<file path="config.mk">
export PLATFORM = sky130hd
export DESIGN_NAME = tka_ctrl
export DESIGN_NICKNAME = d
export VERILOG_FILES = /design/src/hdl/tka_pkg.sv /design/src/hdl/tka_ctrl.sv
export SDC_FILE = /design/constraint.sdc
export NUM_CORES = 1
export LEC_CHECK = 0
export BUFFER_PORTS_ARGS = -buffer_cell sky130_fd_sc_hd__buf_2
export CAP_MARGIN = 10
export CELL_PAD_IN_SITES_DETAIL_PLACEMENT = 1
export CELL_PAD_IN_SITES_GLOBAL_PLACEMENT = 1
export CORE_MARGIN = 2
export CORE_UTILIZATION = 32
export CTS_CLUSTER_DIAMETER = 100
export DETAILED_ROUTE_END_ITERATION = 6
export PLACE_DENSITY = 0.72
export SETUP_SLACK_MARGIN = 0.15
export SYNTH_ARGS = -nofsm -noshare
export SYNTH_HDL_FRONTEND = slang
export SYNTH_SLANG_ARGS = --single-unit
export TNS_END_PERCENT = 30
</file>
<file path="constraint.sdc">
create_clock -name clk -period 1.4 [get_ports clk]
set_input_delay 0.07 -clock clk [delete_from_list [all_inputs] [get_ports clk]]
set_output_delay 0.07 -clock clk [all_outputs]
set_load 0.005 [all_outputs]
</file>
<file path="src/hdl/tka_pkg.sv">
// Shared types, constants and helpers of the tilt Kalman filter.
// No dependencies.
package tka_pkg;

  localparam int DATA_WIDTH_DEF = 32;
  localparam int FRAC_P         = 28;
  localparam int CFG_IDX_W      = 3;
  localparam int CFG_DATA_W     = 32;
  localparam int NUM_W          = 32 + FRAC_P;   // dividend magnitude width
  localparam logic signed [63:0] ONE_P = 64'sd1 <<< FRAC_P;

  typedef enum logic [CFG_IDX_W-1:0] {
    CFG_TIME_STEP   = 3'd0,
    CFG_ANGLE_NOISE = 3'd1,
    CFG_BIAS_NOISE  = 3'd2,
    CFG_MEAS_NOISE  = 3'd3,
    CFG_UPDATE_MODE = 3'd4,
    CFG_START_ANGLE = 3'd5,
    CFG_START_BIAS  = 3'd6
  } cfg_idx_t;

  localparam logic MODE_CONT = 1'b0;
  localparam logic MODE_DISC = 1'b1;

  // Datapath operations, in the order the controller runs them.
  typedef enum logic [3:0] {
    OP_ANG_PRED  = 4'd0,
    OP_PAA_PRED  = 4'd1,
    OP_PAB_PRED  = 4'd2,
    OP_PBA_PRED  = 4'd3,
    OP_PBB_PRED  = 4'd4,
    OP_DIV_K0    = 4'd5,
    OP_DIV_K1    = 4'd6,
    OP_PAA_UPD   = 4'd7,
    OP_PAB_UPD   = 4'd8,
    OP_PBA_UPD   = 4'd9,
    OP_PBB_UPD   = 4'd10,
    OP_ANG_UPD   = 4'd11,
    OP_BIAS_UPD  = 4'd12
  } op_t;

  typedef struct packed {
    logic [30:0]        time_step;
    logic [30:0]        angle_noise;
    logic [30:0]        bias_noise;
    logic [30:0]        meas_noise;
    logic               update_mode;
    logic signed [31:0] start_angle;
    logic signed [31:0] start_bias;
  } cfg_t;

  typedef struct packed {
    logic load;       // capture input transaction, apply restart
    logic mul;        // register product of selected operands
    logic acc;        // round, add into or subtract from destination, saturate
    logic delta;      // form Pdot terms and innovation
    logic div_set;    // start a gain division
    logic div_step;   // one quotient bit
    logic div_store;  // write gain
    op_t  op;
  } dp_cmd_t;

  typedef struct packed {
    logic div_done;
  } dp_stat_t;

  // Clamp to a signed value of rb bits, returned sign-extended to 32 bits.
  function automatic logic signed [31:0] sat_reg(input logic signed [63:0] x,
                                                 input int rb);
    logic signed [63:0] hi;
    logic signed [63:0] lo;
    hi = (64'sd1 <<< (rb - 1)) - 64'sd1;
    lo = -hi - 64'sd1;
    if (x > hi) return hi[31:0];
    if (x < lo) return lo[31:0];
    return x[31:0];
  endfunction

endpackage

</file>
<file path="src/hdl/tka_ctrl.sv">
// Sequencer of the tilt filter: steps the datapath through predict and update.
// Depends on tka_pkg.
module tka_ctrl (
  input  logic               clk,
  input  logic               rst,
  input  logic               in_valid,
  output logic               in_ready,
  output logic               out_valid,
  input  logic               out_ready,
  input  tka_pkg::dp_stat_t  stat,
  output tka_pkg::dp_cmd_t   cmd
);
  import tka_pkg::*;

  typedef enum logic [2:0] {
    S_IDLE, S_MUL, S_ACC, S_DELTA, S_DSET, S_DIV, S_STORE, S_OUT
  } state_t;

  state_t state;
  op_t    op;

  always_ff @(posedge clk) begin
    if (rst) begin
      state <= S_IDLE;
      op    <= OP_ANG_PRED;
    end else begin
      unique case (state)
        S_IDLE: begin
          if (in_valid) begin
            op    <= OP_ANG_PRED;
            state <= S_MUL;
          end
        end
        S_MUL: state <= S_ACC;
        S_ACC: begin
          if (op == OP_ANG_PRED) begin
            op    <= OP_PAA_PRED;
            state <= S_DELTA;
          end else if (op == OP_PBB_PRED) begin
            op    <= OP_DIV_K0;
            state <= S_DSET;
          end else if (op == OP_BIAS_UPD) begin
            state <= S_OUT;
          end else begin
            op    <= op_t'(op + 4'd1);
            state <= S_MUL;
          end
        end
        S_DELTA: state <= S_MUL;
        S_DSET:  state <= S_DIV;
        S_DIV: begin
          if (stat.div_done) state <= S_STORE;
        end
        S_STORE: begin
          if (op == OP_DIV_K0) begin
            op    <= OP_DIV_K1;
            state <= S_DSET;
          end else begin
            op    <= OP_PAA_UPD;
            state <= S_MUL;
          end
        end
        S_OUT: begin
          if (out_ready) state <= S_IDLE;
        end
        default: state <= S_IDLE;
      endcase
    end
  end

  assign in_ready  = (state == S_IDLE);
  assign out_valid = (state == S_OUT);

  always_comb begin
    cmd           = '0;
    cmd.op        = op;
    cmd.load      = in_valid && in_ready;
    cmd.mul       = (state == S_MUL);
    cmd.acc       = (state == S_ACC);
    cmd.delta     = (state == S_DELTA);
    cmd.div_set   = (state == S_DSET);
    cmd.div_step  = (state == S_DIV);
    cmd.div_store = (state == S_STORE);
  end

endmodule

</file>
==> impl_metrics.yaml <==
yosys:
  ys_ff_latch: 7
  synth_cell_type_count: 37
  synthXorXnorAreaFrac_pct: 1.46
  synthArstFlopShare_pct: 0
  synthesis.nets: 78
  synth_top_area_share_pct: 23.3
  yosys.area_share.simple_pct: 32.1
  synth_top_family_by_area: "simple AND/OR/NAND/NOR gates"
  synth_top_area_cell: "dfxtp_1"
  ys_seq_area_share_pct: 23.3
  synth.avg_cell_area_sq_um: 8.58
  synthAdderAreaFrac_pct: 6.25
  synth_area_leaders: "dfxtp_1, ha_1, nor2_1"
  synthMuxAreaShare_pct: 1.88
  synthCells: 70
  yosys_warnings: 0
  synth_compound_area_share_pct: 26.5
  mappedNetlistArea_sq_um: 601
  synth_ff_type: "dfxtp_1"
  synth-edff-count: 0
routing:
  final_antenna_net_count: 0
  first_pass_iters: 4
  via_per_inst: 5.21
  drt_iter0_drc: 9
  dr_total_vias: 708
  routed_wl_mm: 2.10
  avgRoutedWirePerCell_um: 15.5
  route.detailed.drc: 0
min_path:
  min_from: "in_valid"
  min_to: "state[0]$_SDFFE_PP0P_"
  min_path_cells: 3
  hold_class: "primary input to flop"
power_and_ir_drop:
  finalPower_mw: 0.805
  leakage_nw: 0.451
  internal_power_mw: 0.522
  switchingPower_mw: 0.283
  combPwrFrac_pct: 46.5
  power_frac_clock_pct: 24.3
  p_per_area_nw_per_um2: 798
  p_sw_share_pct: 35.2
  worst_ir_drop_vdd_v: 0.000374
  p_seq_share_pct: 29.2
clock_tree:
  cts_root_buf: "clkbuf_4"
  cts.clk_slew.worst_paths_ns: 0.06
  cts_sinks: 7
  cts_max_level: 1
  cts_max_path_buffers: 2
  clk_latency_ns: 0.26
  cts_tree: "yes"
  hold_buffers: 0
  cts_made_buffers: 3
floorplanning:
  die_h_um: 47.3
  core-area_sq_um: 1750
  std_cell_rows: 15
  die_x_um: 47.3
  initial_core_util_pct: 34.4
  ios: 18
  die_area_sq_um: 2240
timing:
  timing.hold.ws_ns: 0.0902
  fin_skew_ns: 0.00833
  max_slew_margin_pct: 80.1
  rsz0062_at_grt: "yes"
  setup_viol: 3
  fin_crit_ns: 1.44
  worstMarginPinSlew_ns: 0.298
  fmax_mhz: 695
  hold_viol: 0
  fin_crit_sh_pct: 103
  setup_slack_ns: -0.0380
  drv_slew: 0
finish:
  area_delta_synth_final_pct: 67.9
  num-fill-cells: 223
  utilization_pct: 57.8
  layout.cells.non_filler: 136
  drive_gt1_share_pct: 64.9
  diodes: 0
  nets: 120
grt:
  grt.total_usage_pct: 22.2
  overflow: 0
  grt_pass1_wl_mm: 3.31
  antenna_found_initial: 0
  grt_max_degree: 11
  grt_pass1_vias: 718
setup_path:
  worstReg2RegEnd: "state[0]$_SDFFE_PP0P_"
  r2r_cells: 5
  worst_path_max_delay_cell: "dfxtp_2"
  start_kind: "flop"
  worstPathMaxFanout: 3
  worstSetupEndpointType: "flop"
  critPathKind: "flop to flop"
  cp.required_ns: 1.56
  r2r-start: "op[0]$_SDFFE_PP0P_"
  slowest_delay_ns: 0.32
  r2r_slack_ns: -0.04
  cp.arrival_ns: 1.60
  path_cells: "buf_4 > ha_2 > a22o_1 > a32o_2 > a221oi_2"
place:
  post-place-cells: 125
  portBuffers: 17
  place_congestion: 0.806
  hpwl_mm: 1.45
run_status:
  violations: "setup timing"
  status: "complete, but fails checks"
job:
  cap_violations: 0
cells in the mapped netlist, types with 2 or more instances:
cell	n
buf_2	2
dfxtp_1	7
nand4b_1	2
ha_1	3
nor2b_1	4
nor2_1	9
buf_6	2
inv_1	3
nor3_1	3
nand2b_1	4
a211oi_1	3
nor3b_1	2
nand2_1	2
logic make-up after synthesis:
family	count (synthesis)
AND/OR/NAND/NOR	32
AO/OA/AOI/OAI	17
buffers and inverters	9
flip-flops	7
adder cells (fa/ha/maj)	3
XOR/XNOR	1
multiplexers	1
worst max-delay path by stage:
stage	slack, ns	end	startpoint
2_1_floorplan	0.08	op[1]$_SDFFE_PP0P_	op[1]$_SDFFE_PP0P_
3_3_place_gp	0.01	op[1]$_SDFFE_PP0P_	op[1]$_SDFFE_PP0P_
3_5_place_dp	-0.07	op[1]$_SDFFE_PP0P_	op[1]$_SDFFE_PP0P_
4_1_cts	-0.05	op[1]$_SDFFE_PP0P_	op[1]$_SDFFE_PP0P_
5_1_grt	-0.09	op[1]$_SDFFE_PP0P_	op[1]$_SDFFE_PP0P_
6_report	-0.04	state[0]$_SDFFE_PP0P_	op[0]$_SDFFE_PP0P_
layer usage:
metal	track usage (%)	vias to the layer above	part of all wire, %
met5	0	-	0
met2	39.7	24	53
met3	5.00	5	4.0
met1	23.9	337	41
met4	11.7	0	2.0
li1	-	342	-
sequential cells by signal (all words and copies together), names as in the netlist:
signal	flops
op	4
state	3
metrics by stage:
stage	setup WS [ns]	TNS (ns)	cell area, sq um
global placement	0.0115	0	840
finish	-0.0380	-0.0810	1010
global route	-0.0894	-0.325	1010
CTS	-0.0541	-0.0723	961
detailed placement	-0.0733	-0.0733	840
floorplan	0.0797	0	628
worst max-delay path: cells and delay by family, from the launching register on:
| kind | cells | cell delay [ns] |
|---|---|---|
| buf+inv | 1 | 0.13 |
| fa+ha+maj | 1 | 0.19 |
| flops | 1 | 0.32 |
| compound gates | 3 | 0.70 |
layout by cell type, fill, tap and decap left out, types with 2 or more instances in the layout:
master | netlist | routed
a211oi_2 | 0 | 2
clkbuf_4 | 0 | 3
dfxtp_2 | 0 | 2
dfxtp_4 | 0 | 3
inv_4 | 0 | 2
buf_4 | 0 | 21
buf_2 | 2 | 16
nor2b_1 | 4 | 4
nand2_1 | 2 | 2
buf_6 | 2 | 4
nand4b_1 | 2 | 2
nor2_1 | 9 | 8
nand2b_1 | 4 | 3
dfxtp_1 | 7 | 2
layout make-up:
cell class              instances  area [sq um]  area share (%)
flip-flops and latches          7           154            15.3
repair buffers                 41           283            28.0
clock buffers                   4          26.3            2.61
well taps                      25          31.3            3.10
inverters                       5          28.8            2.85
multi-input cells              54           485            48.1
power groups by stage:
stage / registers, mW / logic [mW] / clock network, mW
finish: 0.235 / 0.374 / 0.196
global route: 0.238 / 0.403 / 0.217
CTS: 0.237 / 0.342 / 0.203
detailed placement: 0.240 / 0.284 / 0
global placement: 0.240 / 0.277 / 0
floorplan: 0.234 / 0.174 / 0
timing repair:
item / CTS / global route
pin swaps: 11 / 11
setup endpoints to repair: 16 / 16
gates resized for setup: 16 / 8
buffers inserted: 4 / 3
gates cloned: 0 / 0
(Power assumes the default switching activity.)
