$ cat config.mk
export PLATFORM = sky130hd
export DESIGN_NAME = tka_datapath
export DESIGN_NICKNAME = d
export VERILOG_FILES = /design/src/hdl/tka_pkg.sv /design/src/hdl/tka_datapath.sv
export SDC_FILE = /design/constraint.sdc
export NUM_CORES = 2
export LEC_CHECK = 0
export CORE_AREA = 2 2 443 533
export CTS_CLUSTER_SIZE = 10
export DETAILED_ROUTE_END_ITERATION = 6
export DIE_AREA = 0 0 445 535
export DONT_BUFFER_PORTS = 1
export SLEW_MARGIN = 20
export SYNTH_ARGS = -nofsm -noshare
export SYNTH_HDL_FRONTEND = slang
export SYNTH_SLANG_ARGS = --single-unit
$ cat constraint.sdc
create_clock -name clk -period 11.1 [get_ports clk]
set_input_delay 0.555 -clock clk [delete_from_list [all_inputs] [get_ports clk]]
set_output_delay 0.555 -clock clk [all_outputs]
set_load 0.02 [all_outputs]
$ cat src/hdl/tka_pkg.sv
// Shared types, constants and helpers of the tilt Kalman filter.
// No dependencies.
package tka_pkg;

  localparam int DATA_WIDTH_DEF = 32;
  localparam int FRAC_P         = 28;
  localparam int CFG_IDX_W      = 3;
  localparam int CFG_DATA_W     = 32;
  localparam int NUM_W          = 32 + FRAC_P;   // dividend magnitude width
  localparam logic signed [63:0] ONE_P = 64'sd1 <<< FRAC_P;

  typedef enum logic [CFG_IDX_W-1:0] {
    CFG_TIME_STEP   = 3'd0,
    CFG_ANGLE_NOISE = 3'd1,
    CFG_BIAS_NOISE  = 3'd2,
    CFG_MEAS_NOISE  = 3'd3,
    CFG_UPDATE_MODE = 3'd4,
    CFG_START_ANGLE = 3'd5,
    CFG_START_BIAS  = 3'd6
  } cfg_idx_t;

  localparam logic MODE_CONT = 1'b0;
  localparam logic MODE_DISC = 1'b1;

  // Datapath operations, in the order the controller runs them.
  typedef enum logic [3:0] {
    OP_ANG_PRED  = 4'd0,
    OP_PAA_PRED  = 4'd1,
    OP_PAB_PRED  = 4'd2,
    OP_PBA_PRED  = 4'd3,
    OP_PBB_PRED  = 4'd4,
    OP_DIV_K0    = 4'd5,
    OP_DIV_K1    = 4'd6,
    OP_PAA_UPD   = 4'd7,
    OP_PAB_UPD   = 4'd8,
    OP_PBA_UPD   = 4'd9,
    OP_PBB_UPD   = 4'd10,
    OP_ANG_UPD   = 4'd11,
    OP_BIAS_UPD  = 4'd12
  } op_t;

  typedef struct packed {
    logic [30:0]        time_step;
    logic [30:0]        angle_noise;
    logic [30:0]        bias_noise;
    logic [30:0]        meas_noise;
    logic               update_mode;
    logic signed [31:0] start_angle;
    logic signed [31:0] start_bias;
  } cfg_t;

  typedef struct packed {
    logic load;       // capture input transaction, apply restart
    logic mul;        // register product of selected operands
    logic acc;        // round, add into or subtract from destination, saturate
    logic delta;      // form Pdot terms and innovation
    logic div_set;    // start a gain division
    logic div_step;   // one quotient bit
    logic div_store;  // write gain
    op_t  op;
  } dp_cmd_t;

  typedef struct packed {
    logic div_done;
  } dp_stat_t;

  // Clamp to a signed value of rb bits, returned sign-extended to 32 bits.
  function automatic logic signed [31:0] sat_reg(input logic signed [63:0] x,
                                                 input int rb);
    logic signed [63:0] hi;
    logic signed [63:0] lo;
    hi = (64'sd1 <<< (rb - 1)) - 64'sd1;
    lo = -hi - 64'sd1;
    if (x > hi) return hi[31:0];
    if (x < lo) return lo[31:0];
    return x[31:0];
  endfunction

endpackage

$ cat src/hdl/tka_datapath.sv
// Datapath of the tilt filter: state, covariance, shared multiplier, serial divider.
// Depends on tka_pkg.
module tka_datapath #(
  parameter int DATA_WIDTH = tka_pkg::DATA_WIDTH_DEF
) (
  input  logic               clk,
  input  logic               rst,
  input  tka_pkg::cfg_t      cfg,
  input  tka_pkg::dp_cmd_t   cmd,
  output tka_pkg::dp_stat_t  stat,
  input  logic signed [31:0] gyro_in,
  input  logic signed [31:0] meas_in,
  input  logic               restart_in,
  output logic signed [31:0] angle,
  output logic signed [31:0] bias,
  output logic signed [31:0] paa,
  output logic signed [31:0] pab,
  output logic signed [31:0] pba,
  output logic signed [31:0] pbb
);
  import tka_pkg::*;

  localparam int REG_BITS = (DATA_WIDTH < 32) ? DATA_WIDTH : 32;
  localparam int CNT_W    = $clog2(NUM_W + 1);

  logic signed [31:0] gyro, meas;
  logic signed [31:0] d00, d01, d10, d11;
  logic signed [33:0] err;
  logic signed [31:0] t0, t1, k0, k1;
  logic signed [65:0] prod;

  // divider
  logic [NUM_W-1:0] dq;
  logic [31:0]      rem;
  logic [31:0]      dvs;
  logic             dneg, dzero;
  logic [CNT_W-1:0] cnt;

  // multiply operand select
  logic signed [33:0] opa;
  logic signed [31:0] opb;
  logic signed [31:0] base;
  logic               sub;

  always_comb begin
    opa  = '0;
    opb  = '0;
    base = '0;
    sub  = 1'b0;
    case (cmd.op)
      OP_ANG_PRED: begin
        opa  = 34'(gyro) - 34'(bias);
        opb  = signed'({1'b0, cfg.time_step});
        base = angle;
      end
      OP_PAA_PRED: begin opa = 34'(d00); opb = signed'({1'b0, cfg.time_step}); base = paa; end
      OP_PAB_PRED: begin opa = 34'(d01); opb = signed'({1'b0, cfg.time_step}); base = pab; end
      OP_PBA_PRED: begin opa = 34'(d10); opb = signed'({1'b0, cfg.time_step}); base = pba; end
      OP_PBB_PRED: begin opa = 34'(d11); opb = signed'({1'b0, cfg.time_step}); base = pbb; end
      OP_PAA_UPD:  begin opa = 34'(k0); opb = t0; base = paa; sub = 1'b1; end
      OP_PAB_UPD:  begin opa = 34'(k0); opb = t1; base = pab; sub = 1'b1; end
      OP_PBA_UPD:  begin opa = 34'(k1); opb = t0; base = pba; sub = 1'b1; end
      OP_PBB_UPD:  begin opa = 34'(k1); opb = t1; base = pbb; sub = 1'b1; end
      OP_ANG_UPD:  begin opa = err; opb = k0; base = angle; end
      OP_BIAS_UPD: begin opa = err; opb = k1; base = bias; end
      default: ;
    endcase
  end

  // round half up, floor shift, accumulate, saturate
  logic signed [65:0] prod_r;
  logic signed [37:0] rnd;
  logic signed [39:0] sum;
  logic signed [31:0] acc_val;

  always_comb begin
    prod_r  = prod + (66'sd1 <<< (FRAC_P - 1));
    rnd     = prod_r[65:FRAC_P];
    sum     = sub ? (40'(base) - 40'(rnd)) : (40'(base) + 40'(rnd));
    acc_val = sat_reg(64'(sum), REG_BITS);
  end

  // innovation variance and division operands
  logic signed [33:0] e_n;
  logic signed [31:0] num;
  logic [32:0]        trial;
  logic signed [NUM_W:0] qs;
  logic signed [31:0] k_val;

  always_comb begin
    e_n   = 34'(paa) + signed'({3'b000, cfg.meas_noise});
    num   = (cmd.op == OP_DIV_K0) ? paa : pba;
    trial = {rem, dq[NUM_W-1]};
    qs    = dneg ? -signed'({1'b0, dq}) : signed'({1'b0, dq});
    k_val = dzero ? 32'sd0 : sat_reg(64'(qs), REG_BITS);
  end

  assign stat.div_done = dzero || (cnt == CNT_W'(NUM_W));

  always_ff @(posedge clk) begin
    if (rst) begin
      angle <= '0;
      bias  <= '0;
      paa   <= sat_reg(ONE_P, REG_BITS);
      pab   <= '0;
      pba   <= '0;
      pbb   <= sat_reg(ONE_P, REG_BITS);
    end else begin
      if (cmd.load && restart_in) begin
        angle <= sat_reg(64'(cfg.start_angle), REG_BITS);
        bias  <= sat_reg(64'(cfg.start_bias), REG_BITS);
        paa   <= sat_reg(ONE_P, REG_BITS);
        pab   <= '0;
        pba   <= '0;
        pbb   <= sat_reg(ONE_P, REG_BITS);
      end else if (cmd.acc) begin
        case (cmd.op)
          OP_ANG_PRED, OP_ANG_UPD: angle <= acc_val;
          OP_BIAS_UPD:             bias  <= acc_val;
          OP_PAA_PRED, OP_PAA_UPD: paa   <= acc_val;
          OP_PAB_PRED, OP_PAB_UPD: pab   <= acc_val;
          OP_PBA_PRED, OP_PBA_UPD: pba   <= acc_val;
          OP_PBB_PRED, OP_PBB_UPD: pbb   <= acc_val;
          default: ;
        endcase
      end
    end
  end

  // payload registers
  always_ff @(posedge clk) begin
    if (cmd.load) begin
      gyro <= gyro_in;
      meas <= meas_in;
    end
    if (cmd.mul) prod <= opa * 66'(opb);
    if (cmd.delta) begin
      if (cfg.update_mode == MODE_CONT) begin
        d00 <= sat_reg(64'(signed'({1'b0, cfg.angle_noise})) - 64'(pab) - 64'(pba), REG_BITS);
        d01 <= sat_reg(-64'(pbb), REG_BITS);
        d10 <= sat_reg(-64'(pbb), REG_BITS);
      end else begin
        d00 <= sat_reg(64'(pbb) + 64'(signed'({1'b0, cfg.angle_noise})), REG_BITS);
        d01 <= '0;
        d10 <= '0;
      end
      d11 <= sat_reg(64'(signed'({1'b0, cfg.bias_noise})), REG_BITS);
      err <= 34'(meas) - 34'(angle);
    end
    if (cmd.div_set) begin
      t0    <= paa;
      t1    <= pab;
      dzero <= (e_n <= 34'sd0);
      dvs   <= e_n[31:0];
      dneg  <= num[31];
      dq    <= {(num[31] ? 32'(-num) : 32'(num)), {FRAC_P{1'b0}}};
      rem   <= '0;
      cnt   <= '0;
    end else if (cmd.div_step && !stat.div_done) begin
      if (trial >= {1'b0, dvs}) begin
        rem <= 32'(trial - {1'b0, dvs});
        dq  <= {dq[NUM_W-2:0], 1'b1};
      end else begin
        rem <= trial[31:0];
        dq  <= {dq[NUM_W-2:0], 1'b0};
      end
      cnt <= cnt + CNT_W'(1);
    end
    if (cmd.div_store) begin
      if (cmd.op == OP_DIV_K0) k0 <= k_val;
      else                     k1 <= k_val;
    end
  end

endmodule

==> results.txt <==
Run status: complete, but fails checks
Violations in the final reports: DRC
Arrival time worst endpoint: 11200 ps
Master of the slowest instance on the critical path: sky130_fd_sc_hd__fa_1
Starting utilization of the core area: 34.96%
Crit-path max FO: 12
Top delay family on crit path: adder cells
Worst hold endpoint: d00[27]
Largest net degree at the start of global routing: 203
Total die area: 0.2381 sq mm
Period minus WS final: 10740 ps
Post-synthesis sequential element count: 683
Number of cells on the worst reg-to-reg path: 42
Cell taking the most area after synthesis: sky130_fd_sc_hd__fa_1
Area of the core region: 0.2325 sq mm
Share of cells above drive strength 1: 8.000%
Count of flip-flops with a built-in enable after synthesis: 425
TritonCTS clock tree: built
Area added between synthesis and finish: 12.53%
IO Port Bufs: 0
Fmax: 0.09312 GHz
Num CTS Buffers: 81
Hold path startpoint: cmd[7]
Clk Tree Root Cell: sky130_fd_sc_hd__clkbuf_16
Flip-flop count of the largest register after layout: 60
DRC violation count after routing: 11
Max Root-Sink Buffers: 3
Proportion of synthesized chip area in sequential cells: 22.05%
Hold crit path type: in -> reg
Total Wirelength: 375200 microns
Crit share post-route: 96.75%
Pre-Repair DR Iteration Count: 7
Routability congestion estimate from global placement: 1.028
Remaining max-slew budget at the tightest pin: 14.71%
Mean number of vias per cell: 5.695
Gate count after technology mapping: 9051
Hold depth: 0
Slack of the worst reg-to-reg path: 360 ps
Critical Path Most Common Cell: sky130_fd_sc_hd__fa_1
NumNets Final: 11.12k
Area share of the largest cell type after synthesis: 28.46%
Fillers: 23.09k
Total via count after detailed routing: 70.72k
Worst setup path class: reg -> reg
Top cells by area, synth: sky130_fd_sc_hd__fa_1 28%, sky130_fd_sc_hd__edfxtp_1 16%, sky130_fd_sc_hd__inv_1 7.2%, sky130_fd_sc_hd__ha_1 6.5%, sky130_fd_sc_hd__dfxtp_1 6.4%
Netlist Area Pre-Place: 0.08131 sq mm
Yosys warns: 0
Y dimension of the die: 535 microns
Register with the most flip-flops: dq
Number of global-route vias before repair: 72.01k
Reg-to-reg startpoint: bias[10]
Setup repair after global routing missed its margin: false
Clk Latency, worst-skew pair: 700 ps
TritonCTS Sinks: 683
CP Launch Type: flop
Biggest registers after layout: dq: 60 flops, prod: 39 flops, err: 33 flops
Mapped Nets: 10.90k
Async set-reset flop share out of synthesis: 0%
H-tree depth: 3
Num ports: 460
Number of violations reported at the end of detailed-routing iteration 0: 7429
Routed len/inst: 30.21 microns
Final setup violating endpoints: 0
Number of nets with antenna violations after routing: 0
Count of final hold-check violations: 0
Number of buffer and inverter instances along the worst setup path: 12
Max-capacitance violation count: 0
Estimated wirelength of the detail-placed design: 305100 microns
Crit. End Element: flop
First-pass GRT wire length: 533000 microns
Antenna violations before repair: 69
Required arrival time at the worst endpoint: 11560 ps
Number of different library cells in the post-synthesis netlist: 109
Leading cell types in the layout, fill and taps excluded: 1554 x sky130_fd_sc_hd__inv_1, 1156 x sky130_fd_sc_hd__fa_1, 1035 x sky130_fd_sc_hd__nand2_1, 818 x sky130_fd_sc_hd__nor2_1, 457 x sky130_fd_sc_hd__a21oi_1
Main flop type after synthesis: sky130_fd_sc_hd__edfxtp_1
FF-to-FF End: prod[46]
Final Slew Violations: 0
Horizontal die dimension: 445 microns
Clock tree skew after final layout: 61.26 ps
GR Overflow Total: 0
Row cnt: 194
Mean Syn Cell Area: 8.983 sq um
Setup TNS after final layout: 0 ps
Worst-path clk slew: 60 ps
Overall track demand over capacity in global routing: 31.35%
Peak per-stage delay on the critical path: 570 ps
Leading cell type in the layout, fill and taps excluded: sky130_fd_sc_hd__inv_1
Actual transition at the worst max-transition pin: 1279 ps
layout make-up:
type                       instances  area [sq um]  share of cell area, %
clock inverter                    13         232.7                 0.2544
antenna                           43         107.6                 0.1176
inverter                        1556          5841                  6.384
timing repair buffer             582          5012                  5.478
sequential                       683         17930                  19.59
tap                             3038          3801                  4.155
clock buffer                     135          2311                  2.526
multi-input combinational       6369         56260                  61.49
through the flow:
stage	hold WS (ps)	utilization [%]	setup slack, ps	cell area [sq um]	instances
floorplan	435.9	-	80.36	81310	9051
global placement	457.4	37.63	47.21	87500	12110
detailed placement	461.2	37.63	16.47	87510	12110
CTS	0.02953	39.21	55.58	91190	12360
global route	11.77	39.32	27.81	91430	12400
finish	20.51	39.35	361.1	91490	12420
synthesized netlist by cell type, types with 57 or more instances:
| master | count |
|---|---|
| sky130_fd_sc_hd__a211oi_1 | 59 |
| sky130_fd_sc_hd__a21o_1 | 164 |
| sky130_fd_sc_hd__a21oi_1 | 471 |
| sky130_fd_sc_hd__a222oi_1 | 83 |
| sky130_fd_sc_hd__a22oi_1 | 149 |
| sky130_fd_sc_hd__clkbuf_1 | 381 |
| sky130_fd_sc_hd__dfxtp_1 | 258 |
| sky130_fd_sc_hd__edfxtp_1 | 425 |
| sky130_fd_sc_hd__fa_1 | 1156 |
| sky130_fd_sc_hd__ha_1 | 423 |
| sky130_fd_sc_hd__inv_1 | 1555 |
| sky130_fd_sc_hd__nand2_1 | 1036 |
| sky130_fd_sc_hd__nand2b_1 | 66 |
| sky130_fd_sc_hd__nand3_1 | 98 |
| sky130_fd_sc_hd__nand4_1 | 62 |
| sky130_fd_sc_hd__nor2_1 | 824 |
| sky130_fd_sc_hd__nor3_1 | 95 |
| sky130_fd_sc_hd__o21ai_0 | 357 |
| sky130_fd_sc_hd__o22ai_1 | 57 |
| sky130_fd_sc_hd__xnor2_1 | 254 |
| sky130_fd_sc_hd__xor2_1 | 161 |
cell families after synthesis:
| family | synth area share, % |
|---|---|
| compound gates | 15.11 |
| xor+xnor | 4.470 |
| fa+ha+maj | 34.97 |
| buf+inv | 9.372 |
| flops | 22.05 |
| mux | 0.3185 |
| simple gates | 13.71 |
layer usage:
layer / part of all wire, % / vias up / GRT usage [%] / routed length, microns
li1: - / 30270 / - / -
met1: 34 / 35500 / 33.88 / 126400
met2: 47 / 3790 / 50.81 / 176300
met3: 9.0 / 1113 / 8.244 / 33810
met4: 10 / 44 / 27.63 / 38360
met5: 0.074 / - / 0 / 276
worst max-delay path by stage:
| stage | end | start | cells after the start |
|---|---|---|---|
| 3_3_place_gp | prod[63] | gyro[0] | 41 |
| 2_1_floorplan | prod[65] | bias[2] | 39 |
| 5_1_grt | prod[48] | gyro[0] | 46 |
| 4_1_cts | prod[63] | gyro[0] | 43 |
| 6_report | prod[46] | bias[10] | 42 |
| 3_5_place_dp | prod[63] | bias[1] | 41 |
repair_timing:
item / CTS / global route
hold endpoints to repair: 260 / 5
pin swaps: 0 / 5
setup buffers: 0 / 1
hold buffers: 109 / 1
resized for setup: 2 / 26
setup endpoints to repair: 3 / 31
Power is not shown: default switching activity piles up to over one toggle a cycle in this logic, so the estimate is an artifact.
